File: src/hw/rtl/xtee_pkg.sv
// xtee_pkg: shared types, constants and byte tables for the xml text escape encoder
// no dependencies

package xtee_pkg;

  localparam int QUEUE_DEPTH = 4;

  typedef enum logic [2:0] {
    KIND_PLAIN,
    KIND_AMP,
    KIND_LT,
    KIND_GT,
    KIND_QUOT,
    KIND_APOS,
    KIND_HEX
  } kind_t;

  typedef struct packed {
    kind_t      kind;
    logic [7:0] data;
  } item_t;

  localparam logic [7:0] CH_AMP   = 8'h26;
  localparam logic [7:0] CH_SEMI  = 8'h3b;
  localparam logic [7:0] CH_HASH  = 8'h23;
  localparam logic [7:0] CH_LT    = 8'h3c;
  localparam logic [7:0] CH_GT    = 8'h3e;
  localparam logic [7:0] CH_QUOT  = 8'h22;
  localparam logic [7:0] CH_APOS  = 8'h27;
  localparam logic [7:0] CH_SPACE = 8'h20;
  localparam logic [7:0] CH_TILDE = 8'h7e;
  localparam logic [7:0] CH_ZERO  = 8'h30;
  localparam logic [7:0] CH_LA    = 8'h61;
  localparam logic [7:0] CH_LG    = 8'h67;
  localparam logic [7:0] CH_LL    = 8'h6c;
  localparam logic [7:0] CH_LM    = 8'h6d;
  localparam logic [7:0] CH_LO    = 8'h6f;
  localparam logic [7:0] CH_LP    = 8'h70;
  localparam logic [7:0] CH_LQ    = 8'h71;
  localparam logic [7:0] CH_LS    = 8'h73;
  localparam logic [7:0] CH_LT_T  = 8'h74;
  localparam logic [7:0] CH_LU    = 8'h75;
  localparam logic [7:0] CH_LX    = 8'h78;

  function automatic kind_t classify(input logic [7:0] b);
    kind_t k;
    case (b)
      CH_AMP:  k = KIND_AMP;
      CH_LT:   k = KIND_LT;
      CH_GT:   k = KIND_GT;
      CH_QUOT: k = KIND_QUOT;
      CH_APOS: k = KIND_APOS;
      default: begin
        if (b inside {[CH_SPACE:CH_TILDE]}) k = KIND_PLAIN;
        else k = KIND_HEX;
      end
    endcase
    return k;
  endfunction

  function automatic logic [2:0] run_len(input kind_t k);
    logic [2:0] n;
    case (k)
      KIND_PLAIN: n = 3'd1;
      KIND_AMP:   n = 3'd5;
      KIND_LT:    n = 3'd4;
      KIND_GT:    n = 3'd4;
      default:    n = 3'd6;
    endcase
    return n;
  endfunction

  function automatic logic [7:0] hex_char(input logic [3:0] d);
    logic [7:0] c;
    if (d < 4'd10) c = CH_ZERO + {4'h0, d};
    else c = CH_LA + {4'h0, d} - 8'd10;
    return c;
  endfunction

  function automatic logic [7:0] run_char(input item_t it, input logic [2:0] idx);
    logic [7:0] c;
    c = CH_AMP;
    case (it.kind)
      KIND_PLAIN: c = it.data;
      KIND_AMP: begin
        case (idx)
          3'd1:    c = CH_LA;
          3'd2:    c = CH_LM;
          3'd3:    c = CH_LP;
          3'd4:    c = CH_SEMI;
          default: c = CH_AMP;
        endcase
      end
      KIND_LT, KIND_GT: begin
        case (idx)
          3'd1:    c = (it.kind == KIND_LT) ? CH_LL : CH_LG;
          3'd2:    c = CH_LT_T;
          3'd3:    c = CH_SEMI;
          default: c = CH_AMP;
        endcase
      end
      KIND_QUOT: begin
        case (idx)
          3'd1:    c = CH_LQ;
          3'd2:    c = CH_LU;
          3'd3:    c = CH_LO;
          3'd4:    c = CH_LT_T;
          3'd5:    c = CH_SEMI;
          default: c = CH_AMP;
        endcase
      end
      KIND_APOS: begin
        case (idx)
          3'd1:    c = CH_LA;
          3'd2:    c = CH_LP;
          3'd3:    c = CH_LO;
          3'd4:    c = CH_LS;
          3'd5:    c = CH_SEMI;
          default: c = CH_AMP;
        endcase
      end
      default: begin
        case (idx)
          3'd1:    c = CH_HASH;
          3'd2:    c = CH_LX;
          3'd3:    c = hex_char(it.data[7:4]);
          3'd4:    c = hex_char(it.data[3:0]);
          3'd5:    c = CH_SEMI;
          default: c = CH_AMP;
        endcase
      end
    endcase
    return c;
  endfunction

endpackage

File: src/hw/rtl/xtee_front.sv
// xtee_front: input register stage that accepts raw bytes and classifies them
// depends on xtee_pkg

module xtee_front (
  input  logic            clk,
  input  logic            rst_n,
  input  logic            in_valid,
  output logic            in_ready,
  input  logic [7:0]      in_byte,
  output logic            push_valid,
  input  logic            push_ready,
  output xtee_pkg::item_t push_item
);

  logic            valid_r, valid_nxt;
  xtee_pkg::item_t item_r;

  assign in_ready   = !valid_r || push_ready;
  assign push_valid = valid_r;
  assign push_item  = item_r;

  always_comb begin
    valid_nxt = valid_r;
    if (in_ready) valid_nxt = in_valid;
  end

  always_ff @(posedge clk) begin
    if (!rst_n) begin
      valid_r <= 1'b0;
    end else begin
      valid_r <= valid_nxt;
    end
  end

  always_ff @(posedge clk) begin
    if (in_valid && in_ready) begin
      item_r.kind <= xtee_pkg::classify(in_byte);
      item_r.data <= in_byte;
    end
  end

endmodule

File: src/hw/rtl/xtee_queue.sv
// xtee_queue: small fifo of classified items between front and back
// depends on xtee_pkg

module xtee_queue #(
  parameter int DEPTH = xtee_pkg::QUEUE_DEPTH
) (
  input  logic            clk,
  input  logic            rst_n,
  input  logic            push_valid,
  output logic            push_ready,
  input  xtee_pkg::item_t push_item,
  output logic            pop_valid,
  input  logic            pop_ready,
  output xtee_pkg::item_t pop_item
);

  localparam int AW = $clog2(DEPTH);

  xtee_pkg::item_t mem [DEPTH];
  logic [AW:0]     wr_ptr_r, wr_ptr_nxt;
  logic [AW:0]     rd_ptr_r, rd_ptr_nxt;
  logic            full, empty, push, pop;

  assign full  = (wr_ptr_r[AW] != rd_ptr_r[AW]) && (wr_ptr_r[AW-1:0] == rd_ptr_r[AW-1:0]);
  assign empty = (wr_ptr_r == rd_ptr_r);
  assign push_ready = !full;
  assign pop_valid  = !empty;
  assign pop_item   = mem[rd_ptr_r[AW-1:0]];
  assign push = push_valid && push_ready;
  assign pop  = pop_valid && pop_ready;

  always_comb begin
    wr_ptr_nxt = push ? wr_ptr_r + 1'b1 : wr_ptr_r;
    rd_ptr_nxt = pop ? rd_ptr_r + 1'b1 : rd_ptr_r;
  end

  always_ff @(posedge clk) begin
    if (!rst_n) begin
      wr_ptr_r <= '0;
      rd_ptr_r <= '0;
    end else begin
      wr_ptr_r <= wr_ptr_nxt;
      rd_ptr_r <= rd_ptr_nxt;
    end
  end

  always_ff @(posedge clk) begin
    if (push) mem[wr_ptr_r[AW-1:0]] <= push_item;
  end

  a_fill_bound: assert property (@(posedge clk) disable iff (!rst_n)
    (wr_ptr_r - rd_ptr_r) <= DEPTH[AW:0] || (wr_ptr_r - rd_ptr_r) == DEPTH[AW:0])
    else $error("queue fill count beyond depth");

  a_full_holds: assert property (@(posedge clk) disable iff (!rst_n)
    (full && !pop) |=> full)
    else $error("queue lost an entry without a pop");

endmodule

File: src/hw/rtl/xtee_back.sv
// xtee_back: sequencer that expands each queued item into its escaped byte run
// depends on xtee_pkg; drives the registered output channel

module xtee_back (
  input  logic            clk,
  input  logic            rst_n,
  input  logic            pop_valid,
  output logic            pop_ready,
  input  xtee_pkg::item_t pop_item,
  output logic            out_valid,
  input  logic            out_ready,
  output logic [7:0]      out_byte,
  output logic            out_run_last
);

  logic       valid_r, valid_nxt;
  logic [2:0] idx_r, idx_nxt;
  logic [7:0] byte_r;
  logic       last_r;
  logic       load, last_here;

  assign load      = (!valid_r || out_ready) && pop_valid;
  assign last_here = (idx_r == xtee_pkg::run_len(pop_item.kind) - 3'd1);
  assign pop_ready = (!valid_r || out_ready) && last_here;

  assign out_valid    = valid_r;
  assign out_byte     = byte_r;
  assign out_run_last = last_r;

  always_comb begin
    valid_nxt = valid_r;
    idx_nxt   = idx_r;
    if (!valid_r || out_ready) valid_nxt = pop_valid;
    if (load) idx_nxt = last_here ? 3'd0 : idx_r + 3'd1;
  end

  always_ff @(posedge clk) begin
    if (!rst_n) begin
      valid_r <= 1'b0;
      idx_r   <= 3'd0;
    end else begin
      valid_r <= valid_nxt;
      idx_r   <= idx_nxt;
    end
  end

  always_ff @(posedge clk) begin
    if (load) begin
      byte_r <= xtee_pkg::run_char(pop_item, idx_r);
      last_r <= last_here;
    end
  end

  a_idx_range: assert property (@(posedge clk) disable iff (!rst_n)
    idx_r <= 3'd5)
    else $error("run index out of range");

  a_pop_on_last: assert property (@(posedge clk) disable iff (!rst_n)
    (pop_valid && pop_ready) |=> (valid_r && last_r))
    else $error("item released before its last byte");

endmodule

File: src/hw/rtl/xml_text_escape_encoder_top.sv
// Printable bytes pass at one item per cycle in and one byte per cycle out while out_ready is
// high. A byte that needs escaping yields a run of four to six output bytes (one per cycle while
// out_ready is high), at the rate of the back-end sequencer, which emits them from the head of
// the item queue. The front register and the QUEUE_DEPTH-entry queue keep taking input during a
// run until the queue fills, and out_run_last marks each run's final byte.
// depends on xtee_pkg, xtee_front, xtee_queue, xtee_back

module xml_text_escape_encoder_top #(
  parameter int QUEUE_DEPTH = xtee_pkg::QUEUE_DEPTH
) (
  input  logic       clk,
  input  logic       rst_n,
  input  logic       in_valid,
  output logic       in_ready,
  input  logic [7:0] in_byte,
  output logic       out_valid,
  input  logic       out_ready,
  output logic [7:0] out_byte,
  output logic       out_run_last
);

  logic            push_valid, push_ready, pop_valid, pop_ready;
  xtee_pkg::item_t push_item, pop_item;

  xtee_front u_front (
    .clk        (clk),
    .rst_n      (rst_n),
    .in_valid   (in_valid),
    .in_ready   (in_ready),
    .in_byte    (in_byte),
    .push_valid (push_valid),
    .push_ready (push_ready),
    .push_item  (push_item)
  );

  xtee_queue #(
    .DEPTH (QUEUE_DEPTH)
  ) u_queue (
    .clk        (clk),
    .rst_n      (rst_n),
    .push_valid (push_valid),
    .push_ready (push_ready),
    .push_item  (push_item),
    .pop_valid  (pop_valid),
    .pop_ready  (pop_ready),
    .pop_item   (pop_item)
  );

  xtee_back u_back (
    .clk          (clk),
    .rst_n        (rst_n),
    .pop_valid    (pop_valid),
    .pop_ready    (pop_ready),
    .pop_item     (pop_item),
    .out_valid    (out_valid),
    .out_ready    (out_ready),
    .out_byte     (out_byte),
    .out_run_last (out_run_last)
  );

endmodule
File: config.mk
export PLATFORM = sky130hd
export DESIGN_NAME = xml_text_escape_encoder_top
export DESIGN_NICKNAME = d
export VERILOG_FILES = /design/src/hw/rtl/xtee_pkg.sv /design/src/hw/rtl/xtee_front.sv /design/src/hw/rtl/xtee_queue.sv /design/src/hw/rtl/xtee_back.sv /design/src/hw/rtl/xml_text_escape_encoder_top.sv
export SDC_FILE = /design/constraint.sdc
export NUM_CORES = 1
export LEC_CHECK = 0
export BUFFER_PORTS_ARGS = -buffer_cell sky130_fd_sc_hd__buf_2
export CELL_PAD_IN_SITES_DETAIL_PLACEMENT = 1
export CELL_PAD_IN_SITES_GLOBAL_PLACEMENT = 1
export CORE_UTILIZATION = 45
export CTS_BUF_LIST = sky130_fd_sc_hd__clkbuf_4
export CTS_CLUSTER_SIZE = 16
export DETAILED_ROUTE_END_ITERATION = 7
export HOLD_SLACK_MARGIN = 0.15
export PLACE_DENSITY = 0.83
export RECOVER_POWER = 50
export SETUP_SLACK_MARGIN = 0.3
export SKIP_LAST_GASP = 1
export SYNTH_ARGS = -nofsm -noshare
export SYNTH_HDL_FRONTEND = slang
export SYNTH_SLANG_ARGS = --single-unit
File: constraint.sdc
create_clock -name clk -period 3.2 [get_ports clk]
set_input_delay 0.16 -clock clk [delete_from_list [all_inputs] [get_ports clk]]
set_output_delay 0.16 -clock clk [all_outputs]
set_load 0.005 [all_outputs]
==> results by group <==
Critical path
  • Worst path slowest cell: mux4_1
  • Internal reg-to-reg setup slack: roughly 0.52 ns
  • Critical path fanouts, max: 7
  • Cell Chain, Critical Path: mux4_1 > or2_0 > ha_1 > xor2_1 > xor2_1 > o31a_4 > nor3_4 > mux2i_1
  • Crit start category: flip-flop
  • CP required: roughly 3.6 ns
  • Crit Path Category: flip-flop to flip-flop
  • Worst path max stage delay: just under 0.6 ns
  • Crit. End Element: flip-flop
  • Crit-path most repeated cell: xor2_1
  • Critical path arrival: between 3 and 4 ns

Power and ir drop
  • Sequential share of power: roughly 54%
  • Leak pwr: approximately 1.5 nW
  • Worst vdd ir: around 0.31 mV
  • Pwr Density: approximately 500 nW/um^2
  • Total power: about 2.2 mW
  • Clock share of power: a little under a third
  • Switching part of the total: 26.9%
  • Pint: 1.59 mW
  • Gate power share: about 15%
  • Net Sw Power: about 590 uW

Clock network
  • Worst-path clk slew: around 0.15 ns
  • Root buffer cell: clkbuf_4
  • Num CTS Buffers: 9
  • CTS sink count: 77
  • Post-CTS sizing: 0
  • Worst skew pair latency: ~0.43 ns
  • H-tree levels: 3
  • CTS Buffer Depth: 2
  • CTS tree: done

Global route
  • Global router's overall resource usage: 20.9%
  • Global-route wire length before repair: roughly 13,000 um
  • Antenna violations before repair: 0
  • Largest net degree at the start of global routing: 21
  • Vias in the first global route: between 2,000 and 3,000
  • Grt ovf: 0

Die
  • Std-Cell Rows: 32
  • Initial Utilization: a little under half
  • Ports: 23
  • Die width: 93.5 um
  • DIE HEIGHT: slightly above 90 um
  • Core area: slightly below 8000 um^2
  • Die area: between 8000 and 9000 um^2

Cells and area
  • Share of cells above drive strength 1: 14.7%
  • Fin cells: between 400 and 500
  • Nets: ~370
  • Synthesis-to-layout area growth: 13.7%
  • Diodes inserted: 0
  • Fill cells: a little over 800

Yosys
  • Syn Nets: 324
  • Distinct cells, synth: 49
  • Most common cell in the netlist: edfxtp_1
  • Post-synthesis cell area: 3760 um^2
  • Avg Cell Area, Syn: about 13 um^2
  • Fraction of registers with async set/reset: 0%
  • Mapped Cells: between 200 and 300
  • Synth Warn #: 0
  • Register area share after synthesis: between 50% and 60%
  • Synth top area cells: edfxtp_1, dfxtp_1, mux4_2, ha_1, nand2_1
  • Primary FF master, synth: edfxtp_1
  • Top cells by count, synth: edfxtp_1, nand2_1, nor2_1
  • Post-synth EDFFs: 64
  • Synthesized flop and latch total: between 70 and 80
  • Cell taking the most area after synthesis: edfxtp_1
  • Synth top area share: approximately half

STA
  • Peak Freq: between 300 and 400 MHz
  • Final period util: 83.6%
  • Pins Over Slew Limit: 0
  • Final min period: 2.68 ns
  • Max_slew headroom: about 50%
  • Final setup violation count: 0
  • RSZ-0062 raised after global routing: false
  • Min Hold Slack: roughly 0.52 ns
  • Final Hold Fails: 0
  • Clk_skew: about 0.025 ns
  • Slew @ Worst Pin: 0.731 ns
  • Worst setup margin: around 0.52 ns
  • Setup TNS: 0 ns

Routing
  • Vias per std cell: roughly 5.7
  • WL per Instance: ~18 um
  • DRT Pass-1 Iters: 4
  • Iteration-0 DRC Markers: 84
  • Detailed Route WL: roughly 8300 um
  • Total number of vias: around 2,600
  • # DRC: 0
  • ANT nets after route: 0

Place
  • Pre-CTS WS: 0.390 ns
  • Routability cong.: 0.917
  • Placed cell count: 419
  • DP Wirelength: 5990 um
  • Port buffer count: 22

Outcome
  • Status: finished clean

Worst hold path
  • Hold WC Path Type: input pin to flip-flop

Flow run
  • MaxCap Viol Count: 0
==> final timing paths <==
path,startpoint,to,cells after the start
max,flip-flop,u_queue.rd_ptr_r[1],8
min,in_valid,u_front.push_valid,4
max reg2reg,flip-flop,u_queue.rd_ptr_r[1],8
min reg2reg,u_front.push_item[2],u_queue.mem[2][2],0
==> metal layers <==
layer	GRT usage (%)	vias up	part of all wire [%]
met5	0	-	0
met4	9.49	0	3.0
met3	4.80	22	3.5
met2	37.6	59	53
met1	23.4	1277	40
li1	-	1214	-
==> sequential cells by signal, indices dropped and copies added, names as in the netlist, named ones only <==
register and flops:
u_queue.mem 44, u_front.push_item 11, u_back.out_byte 8, u_back.idx_r 3
u_front.push_valid 1, u_back.out_run_last 1, u_back.out_valid 1, u_queue.rd_ptr_r 3
u_queue.wr_ptr_r 3
==> power groups by stage <==
stage	sequential, mW	combinational (mW)	clock [mW]
floorplan	1.18	0.220	0
global placement	1.18	0.311	0
detailed placement	1.19	0.323	0
CTS	1.17	0.336	0.694
global route	1.17	0.372	0.724
finish	1.17	0.336	0.678
==> cells by family after synthesis <==
family	after synthesis	share of synthesized area, %
AND/OR/NAND/NOR	87	11.2
AO/OA/AOI/OAI	61	11.1
adder cells (fa/ha/maj)	13	4.32
XOR/XNOR	14	3.26
buffers and inverters	27	2.99
multiplexers	20	9.18
flip-flops	77	58.0
==> timing repair <==
item                       CTS  global route
hold endpoints to repair    18             0
setup buffers                0             3
hold buffers                11             0
setup endpoints to repair    0             3
==> critical path: cells and delay by family, from the launching register on <==
family / cells / cell delay (ns)
and+or+nand+nor: 2 / 0.46
xor gates and xnor gates: 2 / 0.36
adders and majority gates: 1 / 0.21
muxes: 2 / 0.83
AOI/OAI and AO/OA: 1 / 0.35
DFF: 1 / 0.41
==> area by class of cell <==
class	count	area [um^2]	area share (%)
Clock buffer	9	67.6	1.58
Clock inverter	7	96.3	2.25
Inverter	16	60.1	1.40
Multi-Input combinational cell	195	1470	34.3
Sequential cell	77	2180	51.0
Tap cell	102	128	2.98
Timing Repair Buffer	43	278	6.49
==> per-stage QoR <==
| stage | util, % | area [um^2] |
|---|---|---|
| floorplan | - | 3760 |
| CTS | 54.2 | 4280 |
| global placement | 50.7 | 4000 |
| global route | 54.3 | 4280 |
| finish | 54.3 | 4280 |
| detailed placement | 50.7 | 4000 |
==> placed cells by master (no fill, tap or decap), drive strengths merged, types with 6 or more instances in the layout <==
cell type / n
xnor2: 9
mux4: 11
ha: 13
and2: 6
nand2: 27
o211ai: 6
buf: 17
mux2i: 6
clkbuf: 24
edfxtp: 64
nor3: 6
dfxtp: 13
nand2b: 6
nand3: 6
o21ai: 13
nor2: 23
a21oi: 12
inv: 18
a211oi: 9
dlygate4sd3: 11
No activity file was read; power rests on OpenSTA's default activity.
